$ cat config.mk
export PLATFORM = sky130hd
export DESIGN_NAME = crq_queue
export DESIGN_NICKNAME = d
export VERILOG_FILES = /design/src/hw/rtl/crq_pkg.sv /design/src/hw/rtl/crq_queue.sv
export SDC_FILE = /design/constraint.sdc
export NUM_CORES = 1
export LEC_CHECK = 0
export BUFFER_PORTS_ARGS = -buffer_cell sky130_fd_sc_hd__buf_4
export CORE_MARGIN = 4
export CORE_UTILIZATION = 47
export CTS_CLUSTER_DIAMETER = 60
export CTS_CLUSTER_SIZE = 30
export DETAILED_ROUTE_END_ITERATION = 8
export PLACE_DENSITY_LB_ADDON = 0.08
export SYNTH_ARGS = -nofsm -noshare
export SYNTH_HDL_FRONTEND = slang
export SYNTH_SLANG_ARGS = --single-unit
$ cat constraint.sdc
create_clock -name clk -period 3 [get_ports clk]
set_clock_uncertainty 0.1 [all_clocks]
set_input_delay 0.6 -clock clk [delete_from_list [all_inputs] [get_ports clk]]
set_output_delay 0.6 -clock clk [all_outputs]
set_load 0.05 [all_outputs]
$ cat src/hw/rtl/crq_pkg.sv
package crq_pkg;

  localparam int QUEUE_DEPTH_DEF = 16;
  localparam int MAX_PAYLOAD_DEF = 32;

  localparam int CMD_W  = 3;
  localparam int ID_W   = 8;
  localparam int DEV_W  = 32;
  localparam int LEN_W  = 8;
  localparam int POS_W  = 5;
  localparam int BYTE_W = 8;
  localparam int OLEN_W = 5;
  localparam int CNT_W  = 5;
  localparam int CFG_W  = 5;

  // slots in the request queue between front and back
  localparam int QUEUE_SLOTS = 2;

  localparam logic [CMD_W-1:0] CMD_WRITE    = 3'd0;
  localparam logic [CMD_W-1:0] CMD_PUSH     = 3'd1;
  localparam logic [CMD_W-1:0] CMD_POP      = 3'd2;
  localparam logic [CMD_W-1:0] CMD_FIND_CMD = 3'd3;
  localparam logic [CMD_W-1:0] CMD_FIND_DEV = 3'd4;
  localparam logic [CMD_W-1:0] CMD_CLEAR    = 3'd5;

  typedef enum logic [2:0] {
    OP_WRITE,
    OP_PUSH,
    OP_POP,
    OP_FIND_CMD,
    OP_FIND_DEV,
    OP_CLEAR,
    OP_NONE
  } op_t;

  typedef struct packed {
    op_t               op;
    logic              pos_ok;
    logic              len_ok;
    logic [ID_W-1:0]   cmd_id;
    logic [DEV_W-1:0]  dev_id;
    logic [ID_W-1:0]   snd_id;
    logic [LEN_W-1:0]  data_len;
    logic [POS_W-1:0]  byte_pos;
    logic [BYTE_W-1:0] data_byte;
  } req_t;

  typedef enum logic [1:0] {
    BK_IDLE,
    BK_POP,
    BK_FIND
  } back_state_t;

endpackage

$ cat src/hw/rtl/crq_queue.sv
module crq_queue import crq_pkg::*; (
  input  logic clk,
  input  logic rst_n,
  input  logic push_valid,
  input  req_t push_req,
  output logic push_ready,
  output logic pop_valid,
  output req_t pop_req,
  input  logic pop
);

  localparam int QW = $clog2(QUEUE_SLOTS);
  localparam int FW = $clog2(QUEUE_SLOTS + 1);

  req_t            slot_r [QUEUE_SLOTS];
  logic [QW-1:0]   wr_ptr_r;
  logic [QW-1:0]   rd_ptr_r;
  logic [FW-1:0]   fill_r;
  logic            do_push;
  logic            do_pop;

  assign push_ready = fill_r != FW'(QUEUE_SLOTS);
  assign pop_valid  = fill_r != '0;
  assign pop_req    = slot_r[rd_ptr_r];
  assign do_push    = push_valid && push_ready;
  assign do_pop     = pop && pop_valid;

  always_ff @(posedge clk) begin
    if (!rst_n) begin
      wr_ptr_r <= '0;
      rd_ptr_r <= '0;
      fill_r   <= '0;
    end else begin
      if (do_push) begin
        wr_ptr_r <= wr_ptr_r + 1'b1;
      end
      if (do_pop) begin
        rd_ptr_r <= rd_ptr_r + 1'b1;
      end
      if (do_push && !do_pop) begin
        fill_r <= fill_r + 1'b1;
      end else if (do_pop && !do_push) begin
        fill_r <= fill_r - 1'b1;
      end
    end
  end

  always_ff @(posedge clk) begin
    if (do_push) begin
      slot_r[wr_ptr_r] <= push_req;
    end
  end

endmodule

# Yosys cells after proc, flatten, opt, wreduce, memory -nomap -nowiden
# Memories as Yosys holds them, arrays and structs flattened. A register that Yosys moved wholly into a read port is not among the register bits.
# Index checks and enable logic that the tools add are counted.
[word_totals]
mem_bits_rw = 148
reg_bits = 4
latchBits = 0
input_bits = 78
romBits = 0
output_inout_bits = 76
elab_cells = 23
mem_count = 1
[mem_list]
columns = ["memory", "words", "width", "rd", "rd_clocked_by_memory_dff", "wr", "line", "rtl"]
rows = [
  ["slot_r", 2, 74, 1, 1, 1, "crq_queue.sv:15", "req_t slot_r [QUEUE_SLOTS];"],
]
[classes]
bitwise_logic = 0
magnitude_cmp = 0
shift = 0
n_div = 0
n_mux = 6
n_reduce_logical = 8
n_eq_ne = 1
multipliers = 0
add_sub_neg = 4
[op_table]
columns = ["operator", "count"]
rows = [
  ["logical AND 1 bit", 4],
  ["2-to-1 mux 1 bit", 4],
  ["2-to-1 mux 2 bit", 2],
  ["nonzero test 2 bit", 2],
  ["adder 1 bit, second input constant", 2],
  ["adder 2 x 1 -> 2 bit, second input constant", 1],
  ["logical NOT 1 bit", 2],
  ["inequality test 2 bit, second input constant", 1],
  ["subtractor 2 x 1 -> 2 bit, second input constant", 1],
]

# Longest topological paths before layout
[logic_depth]
word_depth = 6
mapped_depth = 6
ltp_nobuf = 6

# Least setup slack after synthesis
# OpenSTA, ideal clock, no wires.
[synth_path]
path_kind = "register to register"
from = "reg fill_r[0]"
to = "mem slot_r[1][0] in the netlist's numbering, enable pin"
setup_time_ps = 441
t_required_ps = 2459
stages_incl_launch_ff = 3
path_buffers = 0
setup_slack_ps = -2
synth_period_minus_slack_ps = 3002
t_arrival_ps = 2461
path_cell_list = "dfxtp_1 nand2b_4 and3_1"
[synth_between]
elab_chain_len = 4
[synth_lines]
columns = ["item", "line", "rtl"]
rows = [
  ["start: declaration", "crq_queue.sv:18", "logic [FW-1:0] fill_r;"],
  ["start signal: assignment", "crq_queue.sv:41", "fill_r <= fill_r + 1'b1;"],
  ["start signal: assignment", "crq_queue.sv:43", "fill_r <= fill_r - 1'b1;"],
  ["inequality test 2 bit", "crq_queue.sv:22", "assign push_ready = fill_r != FW'(QUEUE_SLOTS);"],
  ["named net push_ready", "crq_queue.sv:6", "output logic push_ready,"],
  ["logical AND 1 bit", "crq_queue.sv:25", "assign do_push = push_valid && push_ready;"],
  ["2-to-1 mux 1 bit", "crq_queue.sv:49", "if (do_push) begin"],
  ["2-to-1 mux 1 bit (implied by the code)", "crq_queue.sv:50", "slot_r[wr_ptr_r] <= push_req;"],
  ["end: declaration", "crq_queue.sv:15", ""],
]
# The timed path passes the listed nets, and every way through them passes these cells.

==> metrics.md <==
| Metric | Value |
|---|---|
| Yosys Warn Count | 0 |
| Io pins | 154 |
| CP Launch Type | flip-flop |
| Power per standard cell area | between 900 and 1000 nW/um^2 |
| 1st-pass router iterations | 4 |
| CP Max Fanout | 19 |
| Worst EP arrival | 1.79 ns |
| FFs w/ async S/R, synth | 0 |
| Final Total Pwr | 7.143 mW |
| Worst-Skew Late Latency | approximately 0.4 ns |
| TritonCTS Buffers | 17 |
| Die Span X | between 100 and 150 um |
| Initial antenna violation count | 0 |
| #FFs+latches synth | 153 |
| CP Class | flip-flop to primary output |
| Clk pin slew, worst setup/hold paths | 0.06 ns |
| # Max-Cap Violations | 0 |
| Wire per inst | 16.94 um |
| Leakage | 2.771 nW |
| VDD IR max | 0.0005309 V |
| Hold buffer count at CTS | 0 |
| Outcome | finished clean |
| Final setup fails | 0 |
| Yosys cell types | 20 |
| # port buffers | 153 |
| Largest net degree at the start of global routing | 58 |
| Post-layout min period | 2.492 ns |
| Slowest-stage cell, CP | dfxtp_4 |
| # H-tree levels | 4 |
| Actual slew at the worst max-slew pin | a little under 0.5 ns |
| Area growth, synth to finish | 33.28% |
| Number of synthesized flops with an enable pin | 148 |
| Nets | 503 |
| Worst-path cell chain | buf_4, mux2_2, buf_4 |
| # rows | 39 |
| Post-Syn Nets | 333 |
| Diode count | 0 |
| Hold Vio Cnt, Final | 0 |
| Max Fclk | around 400 MHz |
| TNS Setup | 0 ns |
| RSZ-0062 raised after global routing | false |
| First-pass GRT wire length | around 14000 um |
| Syn Inst Count | 254 |
| Setup crit end kind | primary output |
| Setup bufs post-CTS | 0 |
| Type of the most critical hold path | input port to flip-flop |
| Clock root cell | clkbuf_16 |
| DRT iter0 DRCs | 149 |
| Relative slew margins | 0.6783 |
| Vias | 2829 |
| Die ar. | 13670 sq um |
| Share of cells above drive strength 1 | 0.5977 |
| Post_cts resized | 0 |
| Via-to-Cell Ratio | 4.894 |
| CP most frequent cell | buf_4 |
| Mapped cell area | roughly 5600 sq um |
| Dpl hpwl | 6625 um |
| TritonCTS Sinks | 153 |
| Syn_area_per_cell | 21.95 sq um |
| Utilization after layout | 0.6453 |
| DRT Wirelength | ~9800 um |
| Grt ovf | 0 |
| Post-DRT Antenna Nets | 0 |
| Total track usage | 0.1457 |
| Most frequent cells in the layout | buf_4, edfxtp_1, mux2_2 |
| CORE AREA | 11520 sq um |
| Max clock buf depth | 2 |
| Seq/Total Area, Yosys | 0.8151 |
| Crit path largest cell delay | 0.50 ns |
| Crit path max-delay family | buffers and inverters |
| Most common flop cell mapped by yosys | edfxtp_1 |
| Commonest non-fill, non-tap cell in the layout | buf_4 |
| Vias in the first global route | 2895 |
| Starting density of the core | 0.4841 |
| Die Y-Extent | approximately 120 um |
| Final worst path period share | 0.8306 |
| Final count of pins violating max slew | 0 |
| DRC Markers | 0 |
| Buffers and inverters on the worst path | 2 |
| WP data required | 2.30 ns |
| Hold WS | 0.2754 ns |
| CTS tree | yes |
| Final Wtd Congestion | 0.7018 |
[metrics by stage]
| stage | instances | worst slack [ns] | instance area [sq um] |
|---|---|---|---|
| after floorplan | 254 | 0.2669 | 5577 |
| after global placement | 548 | 0.9305 | 6952 |
| after detailed placement | 548 | 0.8948 | 6952 |
| after CTS | 578 | 0.4453 | 7431 |
| after global routing | 578 | 0.3981 | 7431 |
| final | 578 | 0.5083 | 7431 |
[state kept, by name (all words and copies together) (netlist names), named ones only]
register and flops:
rd_ptr_r 1, wr_ptr_r 1, slot_r 148, fill_r 2
[Yosys cell counts, types with 2 or more instances]
| master | count | area (sq um) |
|---|---|---|
| edfxtp_1 | 148 | 4444 |
| mux2_2 | 74 | 833.3 |
| buf_4 | 6 | 45.04 |
| dfxtp_1 | 5 | 100.1 |
| and2_1 | 4 | 25.02 |
| buf_2 | 2 | 10.01 |
| xnor2_1 | 2 | 17.52 |
[routing by layer]
metal,vias up,global-route usage,part of all wire
met3,10,0.05861,0.075
li1,1343,-,-
met5,-,0,0
met2,95,0.2317,0.50
met4,0,0.06881,0.013
met1,1381,0.1743,0.41
[final timing paths]
path              slack, ns             to  cells past startpoint    startpoint
setup / recovery       0.51    pop_req[31]                      3     flip-flop
hold / removal         0.28  slot_r[0][42]                      1  push_req[42]
setup reg to reg       1.19  slot_r[0][16]                      4     fill_r[0]
hold reg to reg        0.46      fill_r[1]                      2     fill_r[1]
[power breakdown]
group	switching (mW)	internal (mW)
Clock	0.713	1.03
Combinational	1.71	0.914
Sequential	0.103	2.67
Total	2.52	4.62
[area by class of cell]
type,instances,area (sq um)
Tap cell,143,178.9
Sequential cell,153,4548
Multi-Input combinational cell,92,977.2
Clock inverter,6,27.53
Inverter,1,3.754
Fill cell,858,4085
Timing Repair Buffer,159,1244
Clock buffer,24,451.7
[cell families (layout without fill, tap and decap cells)]
group                      after synthesis  in the layout  synth area share
adders and majority gates                1              1          0.002244
xor gates and xnor gates                 3              3          0.004714
buffers and inverters                    9            190           0.01055
and+or+nand+nor                          9              9           0.01167
muxes                                   74             74            0.1495
DFF                                    153            153            0.8151
AOI/OAI and AO/OA                        5              5          0.006283
(Power assumes the default switching activity.)
