[config.mk]
export PLATFORM = sky130hd
export DESIGN_NAME = crq_front
export DESIGN_NICKNAME = d
export VERILOG_FILES = /design/src/hw/rtl/crq_pkg.sv /design/src/hw/rtl/crq_front.sv
export SDC_FILE = /design/constraint.sdc
export NUM_CORES = 1
export LEC_CHECK = 0
export BUFFER_PORTS_ARGS = -buffer_cell sky130_fd_sc_hd__buf_2
export CAP_MARGIN = 20
export CORE_ASPECT_RATIO = 1.4
export CORE_MARGIN = 5
export CORE_UTILIZATION = 41
export DETAILED_ROUTE_END_ITERATION = 6
export PLACE_DENSITY = 0.79
export REMOVE_ABC_BUFFERS = 1
export SYNTH_ARGS = -nofsm -noshare
export SYNTH_HDL_FRONTEND = slang
export SYNTH_SLANG_ARGS = --single-unit
[constraint.sdc]
create_clock -name clk -period 4.6 [get_ports clk]
set_input_delay 0.23 -clock clk [delete_from_list [all_inputs] [get_ports clk]]
set_output_delay 0.23 -clock clk [all_outputs]
set_load 0.05 [all_outputs]
[src/hw/rtl/crq_pkg.sv]
package crq_pkg;

  localparam int QUEUE_DEPTH_DEF = 16;
  localparam int MAX_PAYLOAD_DEF = 32;

  localparam int CMD_W  = 3;
  localparam int ID_W   = 8;
  localparam int DEV_W  = 32;
  localparam int LEN_W  = 8;
  localparam int POS_W  = 5;
  localparam int BYTE_W = 8;
  localparam int OLEN_W = 5;
  localparam int CNT_W  = 5;
  localparam int CFG_W  = 5;

  // slots in the request queue between front and back
  localparam int QUEUE_SLOTS = 2;

  localparam logic [CMD_W-1:0] CMD_WRITE    = 3'd0;
  localparam logic [CMD_W-1:0] CMD_PUSH     = 3'd1;
  localparam logic [CMD_W-1:0] CMD_POP      = 3'd2;
  localparam logic [CMD_W-1:0] CMD_FIND_CMD = 3'd3;
  localparam logic [CMD_W-1:0] CMD_FIND_DEV = 3'd4;
  localparam logic [CMD_W-1:0] CMD_CLEAR    = 3'd5;

  typedef enum logic [2:0] {
    OP_WRITE,
    OP_PUSH,
    OP_POP,
    OP_FIND_CMD,
    OP_FIND_DEV,
    OP_CLEAR,
    OP_NONE
  } op_t;

  typedef struct packed {
    op_t               op;
    logic              pos_ok;
    logic              len_ok;
    logic [ID_W-1:0]   cmd_id;
    logic [DEV_W-1:0]  dev_id;
    logic [ID_W-1:0]   snd_id;
    logic [LEN_W-1:0]  data_len;
    logic [POS_W-1:0]  byte_pos;
    logic [BYTE_W-1:0] data_byte;
  } req_t;

  typedef enum logic [1:0] {
    BK_IDLE,
    BK_POP,
    BK_FIND
  } back_state_t;

endpackage

[src/hw/rtl/crq_front.sv]
module crq_front import crq_pkg::*; #(
  parameter int MAX_PAYLOAD = MAX_PAYLOAD_DEF
) (
  input  logic              clk,
  input  logic              rst_n,
  input  logic              start,
  output logic              busy,
  input  logic [CMD_W-1:0]  in_cmd,
  input  logic [ID_W-1:0]   in_cmd_id,
  input  logic [DEV_W-1:0]  in_dev_id,
  input  logic [ID_W-1:0]   in_snd_id,
  input  logic [LEN_W-1:0]  in_data_len,
  input  logic [POS_W-1:0]  in_byte_pos,
  input  logic [BYTE_W-1:0] in_data_byte,
  output logic              req_valid,
  output req_t              req,
  input  logic              req_ready
);

  logic hold_valid_r;
  req_t hold_r;
  req_t req_in;
  logic accept;

  always_comb begin
    req_in.cmd_id    = in_cmd_id;
    req_in.dev_id    = in_dev_id;
    req_in.snd_id    = in_snd_id;
    req_in.data_len  = in_data_len;
    req_in.byte_pos  = in_byte_pos;
    req_in.data_byte = in_data_byte;
    req_in.pos_ok    = int'(in_byte_pos) < MAX_PAYLOAD;
    req_in.len_ok    = int'(in_data_len) < MAX_PAYLOAD;
    unique case (in_cmd)
      CMD_WRITE:    req_in.op = OP_WRITE;
      CMD_PUSH:     req_in.op = OP_PUSH;
      CMD_POP:      req_in.op = OP_POP;
      CMD_FIND_CMD: req_in.op = OP_FIND_CMD;
      CMD_FIND_DEV: req_in.op = OP_FIND_DEV;
      CMD_CLEAR:    req_in.op = OP_CLEAR;
      default:      req_in.op = OP_NONE;
    endcase
  end

  assign busy      = hold_valid_r && !req_ready;
  assign accept    = start && !busy;
  assign req_valid = hold_valid_r;
  assign req       = hold_r;

  always_ff @(posedge clk) begin
    if (!rst_n) begin
      hold_valid_r <= 1'b0;
    end else if (accept) begin
      hold_valid_r <= 1'b1;
    end else if (req_ready) begin
      hold_valid_r <= 1'b0;
    end
  end

  always_ff @(posedge clk) begin
    if (accept) begin
      hold_r <= req_in;
    end
  end

endmodule

After elaboration in Yosys (flattened, before gate mapping). Index checks and enable logic that the tools add are counted.

Memories: 0. Bits in writable memories: 0. Latch bits: 0. Flip-flop bits (word level): 74. Word-level logic and storage cells: 24. Bits in read-only memories: 0. Output and inout port bits: 76. Input port bits: 76.

Equality and inequality tests: 5. Bitwise gates (word level): 0. Multiplexer cells: 3. Multipliers: 0. Reductions and logical operators: 6. Shift operators: 0. Add/subtract/negate cells: 0. Divide/modulo/power cells: 0. Order comparisons: 1.

Operators with widths (count): $pmux W3 S6 (1); $lt A8 B6 Y1 const B (1); $eq A3 B2 Y1 const B (2); $eq A3 B3 Y1 const B (2); $eq A3 B1 Y1 const B (1); $logic_not A3 Y1 (1); $logic_and A1 B1 Y1 (2); $logic_not A1 Y1 (2); $mux W1 (2); $reduce_bool A2 Y1 (1).

Depth between registers and ports, before layout. Gate-level depths: netlist of run 1.

Word-level depth: 5. Mapped depth: 2. Gate-level depth less buffers: 2.

Worst setup path before layout of run 1. No wires, ideal clock.

Kind: register to register. Start: register hold_valid_r, in the netlist req_valid. End: register hold_r, in the netlist req[0], enable pin. Setup slack: 0.102 ns. Library setup time: 0.513 ns. Data required time: 4.087 ns. Cell stages (with the launch flop): 3. Buffers on the path: 0. Arrival time: 3.986 ns. Path through: dfxtp_1 > nor2b_4 > nor2b_1.

Cells in the longest elaborated chain, start to end: 3.

Ends and longest elaborated chain: start: declaration (RTL line crq_front.sv:20) `logic hold_valid_r;`; start signal: assignment (RTL line crq_front.sv:52) `hold_valid_r <= 1'b0;`; start signal: assignment (RTL line crq_front.sv:54) `hold_valid_r <= 1'b1;`; start signal: assignment (RTL line crq_front.sv:56) `hold_valid_r <= 1'b0;`; $logic_and A1 B1 Y1 (RTL line crq_front.sv:45) `assign busy = hold_valid_r && !req_ready;`; net busy (RTL line crq_front.sv:7) `output logic busy,`; $logic_not A1 Y1 (RTL line crq_front.sv:46) `assign accept = start && !busy;`; $logic_and A1 B1 Y1 (RTL line crq_front.sv:46); net accept (RTL line crq_front.sv:23) `logic accept;`; end signal: assignment (RTL line crq_front.sv:62) `hold_r <= req_in;`; end: declaration (RTL line crq_front.sv:21) `req_t hold_r;`.

The timed path passes the listed nets, and every way through them passes these cells. A chain may end at the register's enable or synchronous reset.

Final worst setup path of run 1.
Start: register hold_valid_r, in the netlist req_valid. End: register hold_r, in the netlist req[35], enable pin.

Cells in the longest elaborated chain, start to end: 3.

Ends and longest elaborated chain (RTL line): $logic_and A1 B1 Y1 (crq_front.sv:45); $logic_not A1 Y1 (crq_front.sv:46); $logic_and A1 B1 Y1 (crq_front.sv:46); net accept (crq_front.sv:23).

The timed path passes the listed nets, and every way through them passes these cells.

==> qor.yml, run 1 <==
status: "complete, no violations"
grt_use_total_pct: 15.2
grt_max_degree: 74
cts_resized: 0
max_freq_ghz: 0.609
wl_per_cell_um: 16.7
hp-class: "in2reg"
ys_ff_latch: 74
die_w_um: 72.9
crit_path_max_incr_delay_ns: 0.69
area_delta_synth_final_pct: 44.9
placed_cell_area_sq_um: 3110
r2r_start: "req_valid"
layout_min_cycle_time_ns: 1.64
design_area_sq_um: 3290
peakVddDrop_mv: 0.269
nNetsFinal: 318
clock_skew_ns: 0.00618
cpMostUsedCell: "nor2b_4"
fp-row-count: 32
via_per_inst: 4.41
ant_nets: 0
crit_arrival_ns: 1.60
worstSetupEndpointType: "register"
numPortBuffers: 150
yosysTopAreaCell: "edfxtp_1"
synth_top_area_share_pct: 96.5
grt_pass1_vias: 1507
dieHeight_um: 98.1
initial_core_util_pct: 41.7
p_per_area_nw_per_um2: 454
worstSetupPathType: "reg2reg"
min_from: "in_data_byte[1]"
netlist_instances: 83
path_cells: "nor2b_4, nor2b_4, buf_4"
clock-sinks: 74
path_clk_slew_ns: 0.08
worstRegToRegCells: 3
cp.required_ns: 4.56
vias: 1386
h-tree-depth: 3
drtPass1Iterations: 4
gr-total-overflow: 0
final_layout_size_suffix_gt1_share_pct: 67.9
grt_pass1_wl_mm: 7.85
n_antenna_cell: 0
critPathBufInv: 1
whs_endpoint: "req[1]"
p_leak_uw: 0.00143
worst-slew-pin-transition_ns: 0.872
maxSlewViolCount: 0
antenna_found_initial: 0
coreArea_sq_um: 5450
dp.final_hpwl_mm: 4.02
setup_violations: 0
reg2reg_slack_ns: 2.96
hold_depth: 1
post_cts_buffers: 0
cp_top_family: "buffers and inverters"
worstReg2RegEnd: "req[35]"
ctsHoldBuffers: 0
maxCapViolations: 0
dieArea_sq_um: 7150
cts_tree: "built"
gp_congestion: 0.787
synth-seq-area-share_pct: 97.4
finalHoldViolCount: 0
drtIter0Drc: 66
slew_headroom_pct: 41.8
clockRootBuffer: "clkbuf_8"
crit_slowest_cell: "buf_4"
wl_mm: 5.23
cp_max_fo: 73
rsz0062_at_grt: "no"
route.detailed.drc: 0
clockBufferDepth: 2
ys_warn_count: 0
insertion_delay_ns: 0.33
yosysUniqueCellTypes: 10
period_share_pct: 35.7
synth_area_sq_um: 2270
final.setup.tns_ns: 0
cts_buffers: 9
ioPinCount: 152
start_kind: "register"
synth_area_per_cell_sq_um: 27.4
synth_area_leaders: "edfxtp_1, dfxtp_1, nor2b_4, a21boi_0, buf_4"
## through the flow
stage	setup slack [ns]	hold WS, ns	total power [uW]	utilization [%]	instances
2_1_floorplan	0.102	0.329	969	-	80
3_3_place_gp	3.03	0.406	1040	57.1	299
3_5_place_dp	2.96	0.408	1040	57.1	299
4_1_cts	2.94	0.0361	1510	60.4	314
5_1_grt	2.88	0.0399	1550	60.4	314
6_report	2.96	0.0599	1490	60.4	314
## cell usage after synthesis
| cell type | count |
|---|---|
| edfxtp_1 | 73 |
| clkbuf_1 | 2 |
| a21boi_0 | 1 |
| buf_4 | 1 |
| conb_1 | 1 |
| dfxtp_1 | 1 |
| nor2b_1 | 1 |
| nor2b_4 | 1 |
| nor3_1 | 1 |
| o21a_1 | 1 |
## kinds of logic after synthesis
family	count (synthesis)	synth area share (%)
AOI/OAI and AO/OA	2	0.661
and+or+nand+nor	3	1.10
DFF	74	97.4
other	1	0.165
buffers and inverters	3	0.661
## layout make-up
class | instances | area (sq um)
multi-input cells | 6 | 51.3
well taps | 68 | 85.1
flip-flops and latches | 74 | 2210
repair buffers | 151 | 758
clock buffers | 10 | 128
fillers | 413 | 2150
clock inverters | 5 | 56.3
## metal layers
layer,up-vias,share of wire [%],routed length (um),track usage [%]
met5,-,0,0,0
met4,0,1.1,59,10.1
met3,8,11,559,5.36
met2,85,56,2920,26.0
met1,648,32,1690,15.1
li1,645,-,-,-
## sequential cells by signal (all words and copies together) (netlist names)
register and flops:
req 73, req_valid 1
## worst max path at each step
| stage | from | to | slack (ns) | cells after the start |
|---|---|---|---|---|
| after floorplan | req_valid | req[0] | 0.10 | 2 |
| after global placement | req_valid | req[12] | 3.03 | 3 |
| after detailed placement | req_valid | req[7] | 2.96 | 3 |
| after CTS | req_valid | req[67] | 2.94 | 3 |
| after global routing | req_valid | req[30] | 2.88 | 3 |
| final | req_valid | req[35] | 2.96 | 3 |
## power breakdown
part | internal (uW) | switching [uW] | leakage (uW)
registers | 788 | 8.80 | 0.000715
clock network | 247 | 224 | 0.0000921
logic | 49.5 | 177 | 0.000620
## placed cells by master, fill, tap and decap left out, drive strengths merged
master	instances
a21boi	1
buf	151
bufinv	1
clkbuf	10
clkinv	3
clkinvlp	1
conb	1
dfxtp	1
edfxtp	73
nor2b	2
nor3	1
o21a	1
No activity file was read; power rests on OpenSTA's default activity.
==> run 2: changes to the inputs <==
==> constraint.sdc (replaced) <==
create_clock -name clk -period 1.7 [get_ports clk]
set_input_delay 0.085 -clock clk [delete_from_list [all_inputs] [get_ports clk]]
set_output_delay 0.085 -clock clk [all_outputs]
set_load 0.05 [all_outputs]
==> run 2 against run 1 <==
Net effect:
- setup slack got worse by 2.5 ns
- combinational power rose to 3.4 times the previous value
- total power rose to 2.8 times the previous value
- largest cell class unchanged
- hold slack improved by 0.078 ns
- sequential share of layout area fell by 12 points
- fmax rose by 28%
==> qor.yml, run 2 (synthesized netlist as in run 1, its figures left out) <==
grt_pass1_vias: 1912  # +27%
ant_nets: 0  # unchanged
grt_use_total_pct: 19.8  # +4.6 points
grt_max_degree: 74  # unchanged
die_w_um: 72.9  # unchanged
path_clk_slew_ns: 0.07  # about the same
p_per_area_nw_per_um2: 1040  # +130%
nNetsFinal: 391  # +23%
antenna_found_initial: 0  # unchanged
placed_cell_area_sq_um: 3120  # +0.40%
dieArea_sq_um: 7150  # unchanged
clockRootBuffer: "clkbuf_8"
n_antenna_cell: 0  # unchanged
fp-row-count: 32  # unchanged
drtIter0Drc: 78  # +18%
wl_mm: 6.79  # +30%
largest_reg_flops: 73  # unchanged
setup_violations: 0  # unchanged
coreArea_sq_um: 5450  # unchanged
start_kind: "register"
instances_no_fill: 386  # +23%
cp.required_ns: 1.91  # -2.65 ns
design_area_sq_um: 4030  # +23%
r2r_start: "req_valid"
crit_path_start: "req_valid"
worstSetupPathType: "reg2reg"
initial_core_util_pct: 41.7  # unchanged
rsz0062_at_grt: "no"
max_freq_ghz: 0.777  # +28%
place_inst: 299  # unchanged
crit_arrival_ns: 1.50  # -0.10 ns
insertion_delay_ns: 0.33  # about the same
final.setup.tns_ns: 0  # unchanged
route.detailed.drc: 0  # unchanged
hold_depth: 2  # +1
p_leak_uw: 0.00173  # +21%
vias: 1696  # +22%
clock-sinks: 74  # unchanged
cts_buffers: 9  # unchanged
dieHeight_um: 98.1  # unchanged
cts_tree: "built"
pre_cts_ws_ns: 0.437  # -2.53 ns
via_per_inst: 4.39  # -0.46%
clockBufferDepth: 2  # unchanged
maxCapViolations: 0  # unchanged
min_from: "in_cmd[0]"
ioPinCount: 152  # unchanged
grt_pass1_wl_mm: 10.1  # +29%
final_cell_mix: "buf_2, dlygate4sd3_1, edfxtp_1"
design_power_total_uw: 4190  # +180%
clock_skew_ns: 0.00920  # +0.00301 ns
period_share_pct: 75.7  # +40 points
dp.final_hpwl_mm: 4.02  # about the same
cp_max_fo: 3  # -96%
finalHoldViolCount: 0  # unchanged
ctsHoldBuffers: 73  # +73
worstRegToRegCells: 3  # unchanged
area_delta_synth_final_pct: 77.5
cts_resized: 0  # unchanged
layout_min_cycle_time_ns: 1.29  # -0.356 ns
mostFrequentLayoutCell: "buf_2"
hp-class: "in2reg"
fin_ws_ns: 0.413  # -2.54 ns
final_layout_size_suffix_gt1_share_pct: 52.2  # -16 points
h-tree-depth: 3  # unchanged
wl_per_cell_um: 17.6  # +5.6%
worstSetupEndpointType: "register"
status: "complete, no violations"
gr-total-overflow: 0  # unchanged
gp_congestion: 0.711  # -9.6%
maxSlewViolCount: 0  # unchanged
peakVddDrop_mv: 0.689  # +160%
post_cts_buffers: 0  # unchanged
drtPass1Iterations: 4  # unchanged
numPortBuffers: 150  # unchanged
run 2: per-layer routing:
metal / vias to the layer above / share of wire (%) / global-route usage [%]
met1: 787 / 33 / 19.5
met5: - / 0 / 0
met2: 99 / 55 / 34.8
met4: 0 / 4.4 / 12.1
li1: 789 / - / -
met3: 21 / 8.3 / 6.28
run 2: path summary, 6_finish.rpt:
check               to  slack [ns]
max          req_valid        0.41
min            req[71]        0.14
max reg2reg  req_valid        0.41
min reg2reg    req[61]        0.99
run 2: stage by stage:
stage	hold WS, ns	util (%)
CTS	0.0910	74.0
global route	0.133	74.0
detailed placement	0.263	57.3
finish	0.138	74.0
floorplan	0.184	-
global placement	0.261	57.3
run 2: report_power, final:
group	internal, uW	switching, uW
clock	659	608
combinational	249	513
sequential	2130	29.4
run 2: worst max-delay path: stages, from the launching register on:
cell and delay (ns):
dfxtp_1 0.31, nor2b_4 0.13, o21a_1 0.17, dlygate4sd3_1 0.56
run 2: layout make-up:
class | instances | area [sq um]
fill | 316 | 1410
clock buffer | 9 | 124
clock inverter | 5 | 57.6
timing repair buffer | 224 | 1500
tap | 68 | 85.1
sequential | 74 | 2210
multi-input combinational | 6 | 51.3
